`src/rtl/mme_ram.sv`:
```
module mme_ram #(
  parameter int WIDTH = 32,
  parameter int DEPTH = 96
) (
  input  logic                     clk,
  input  logic                     we,
  input  logic [$clog2(DEPTH)-1:0] waddr,
  input  logic [WIDTH-1:0]         wdata,
  input  logic [$clog2(DEPTH)-1:0] raddr,
  output logic [WIDTH-1:0]         rdata
);

  logic [WIDTH-1:0] mem [DEPTH];

  always_ff @(posedge clk) begin
    if (we) begin
      mem[waddr] <= wdata;
    end
    rdata <= mem[raddr];
  end

endmodule

```
`config.mk`:
```
export PLATFORM = sky130hd
export DESIGN_NAME = mme_ram
export DESIGN_NICKNAME = d
export VERILOG_FILES = /design/src/rtl/mme_ram.sv
export SDC_FILE = /design/constraint.sdc
export NUM_CORES = 2
export LEC_CHECK = 0
export BUFFER_PORTS_ARGS = -buffer_cell sky130_fd_sc_hd__buf_2
export CAP_MARGIN = 10
export CORE_MARGIN = 2
export CORE_UTILIZATION = 40
export DETAILED_ROUTE_END_ITERATION = 6
export PLACE_DENSITY = 0.62
export SLEW_MARGIN = 20
export SYNTH_ARGS = -nofsm -noshare
export SYNTH_HDL_FRONTEND = slang
export SYNTH_SLANG_ARGS = --single-unit
```
`constraint.sdc`:
```
create_clock -name clk -period 4 [get_ports clk]
set_input_delay 0 -clock clk [delete_from_list [all_inputs] [get_ports clk]]
set_output_delay 0 -clock clk [all_outputs]
set_load 0.02 [all_outputs]
```
==> flow_metrics.tcl <==
set metrics [dict create \
    synth_area_um2 118000 \
    path_clk_slew_ns 0.06 \
    fin_skew_ns 0.0714 \
    clk_latency_ns 0.90 \
    die_area_um2 300000 \
    cts.sinks 3104 \
    pin_count 80 \
    core_area_um2 294000 \
    layout_setup_ws_ns 0.467 \
    critical_path.startpoint "raddr[3]" \
    yosys_warnings 0 \
    slew_headroom_pct 22.2 \
    synth_top_area_share_pct 78.0 \
    async_flop_share_pct 0 \
    final_common_cell "edfxtp_1" \
    die_x_um 548 \
    setup_violations 0 \
    ctsHoldBuffers 41 \
    synth_edf_count 3072 \
    holdCritStartpoint "wdata[24]" \
    vias 60600 \
    grt_max_degree 97 \
    antenna_left 0 \
    synth.net_count 5327 \
    ys_ff_latch 3104 \
    rsz0062_at_grt "no" \
    worstSetupPathType "in2reg" \
    wirelength_mm 351 \
    startpoint_type "input pin" \
    cts_setup_buffers 0 \
    yosysUniqueCellTypes 55 \
    max-vdd-ir-drop_mv 0.376 \
    synth_top_area_cell "edfxtp_1" \
    r2r_slack_ns 0.99 \
    status "finished clean" \
    leakagePower_nw 43.0 \
    dp.cells 9380 \
    min_path_type "in2reg" \
    power.density_nw_per_um2 501 \
    wire_per_inst_um 35.1 \
    holdWs_ns 0.0707 \
    root_buffer "clkbuf_16" \
    pre_cts_ws_ns 0.0120 \
    grt_pass1_wl_mm 483 \
    nets 5878 \
    grt_pass1_vias 59000 \
    port_buffers 79 \
    start_util_pct 40.2 \
    power_mw 68.5 \
    rows 199 \
    grt_usage_pct 23.1 \
    tritoncts "yes" \
    worst_pin_slew_ns 1.17 \
    synth_area_per_cell_um2 22.4 \
    avgViaCountPerCell 6.05 \
    cts_buffer_depth 4 \
    die_h_um 548 \
    stdcell_count 10000 \
    period_minus_slack_ns 3.53 \
    gp_congestion 0.865 \
    grt-ovfl-total 0 \
    timing.max_cap.violations 0 \
    synth_area_leaders "edfxtp_1, mux4_2, mux2i_1, a22oi_1, dfxtp_1" \
    drive_gt1_share_pct 28.1 \
    drtIter0Drc 8932 \
    cp_max_fo 27 \
    cp-end-kind "register" \
    drv_slew 0 \
    fin_crit_sh_pct 88.3 \
    first_pass_iters 5 \
    final_cell_mix "edfxtp_1, mux4_2, buf_4" \
    ys.flop_type "edfxtp_1" \
    dp_hpwl_mm 210 \
    numCtsBuffers 322 \
    required_ns 4.66 \
    hold_viol 0 \
    drc 0 \
    arrival_ns 4.20 \
    max_freq_ghz 0.283 \
    rr_startpoint "mem[87][9]" \
    antenna_found_initial 31 \
    ys_seq_area_share_pct 78.5 \
    area_delta_synth_final_pct 15.5 \
    htree_num_levels 5 \
    syn_inst 5279 \
    ctsResizeCount 0 \
]
-- stage by stage --
step                      TNS [ns]  util (%)  instance area (um2)
after detailed placement         0      42.9               126000
final                            0      46.5               137000
after global placement      -0.175      42.9               126000
after floorplan                  0         -               118000
after CTS                        0      46.4               137000
after global routing             0      46.5               137000
-- layout make-up --
| type | count | area, um2 |
|---|---|---|
| flip-flops and latches | 3104 | 92900 |
| clock inverters | 152 | 1390 |
| repair buffers | 504 | 4370 |
| inverters | 3 | 13.8 |
| clock buffers | 412 | 8600 |
| multi-input cells | 1895 | 24500 |
| fillers | 23900 | 157000 |
| diodes | 20 | 50.0 |
| well taps | 3919 | 4900 |
-- cells in the mapped netlist (15+ instances only) --
| master | count |
|---|---|
| o22ai_1 | 87 |
| o221ai_1 | 17 |
| nand3_1 | 68 |
| clkbuf_1 | 97 |
| mux2i_1 | 300 |
| a211oi_1 | 27 |
| o21ai_1 | 15 |
| nor2b_1 | 34 |
| nand2_1 | 97 |
| buf_1 | 17 |
| buf_4 | 42 |
| buf_6 | 51 |
| a21oi_1 | 60 |
| edfxtp_1 | 3072 |
| dfxtp_1 | 32 |
| nor3_1 | 36 |
| nor2_1 | 132 |
| mux2_2 | 21 |
| o21ai_0 | 17 |
| a22o_1 | 31 |
| mux4_2 | 670 |
| buf_2 | 65 |
| a22oi_1 | 126 |
| a221oi_1 | 41 |
-- routing by layer --
metal	vias up	wire (um)	GRT usage, %
li1	23600	-	-
met1	32800	135000	32.0
met2	3473	164000	36.0
met3	645	35800	4.84
met4	12	15600	9.01
met5	-	77	0
-- where the power goes --
part           internal (mW)  leakage [nW]  switching [mW]  total, mW
clock                   16.3          4.85            12.4       28.7
combinational           1.25          10.3            2.47       3.72
sequential              35.9          27.9           0.129       36.0
-- worst max-delay path, cell delays in order --
cell and delay [ns]:
dlygate4sd3_1 0.59, buf_4 0.51, buf_4 0.55, nand2_1 0.16, buf_4 0.26, or2_2 0.36
o22ai_1 0.22, nor4_1 0.09, buf_4 0.19, o221ai_1 0.77, o221ai_1 0.40
-- worst paths after layout --
kind	endpoint	cells past startpoint
max reg2reg	rdata[9]	7
min	mem[81][24]	2
max	rdata[12]	11
min reg2reg	rdata[6]	3
-- state kept, by name, indices dropped and copies added, names as in the netlist --
register  cells
mem        3072
rdata        32
-- logic make-up (layout without fill, tap and decap cells) --
family	count (synthesis)	count (layout)	share of synthesized area [%]
compound gates	467	467	2.79
other cells	0	20	0
buf+inv	280	1071	1.47
flops	3104	3104	78.5
mux	991	991	15.5
simple gates	437	437	1.73
(Power assumes the default switching activity.)
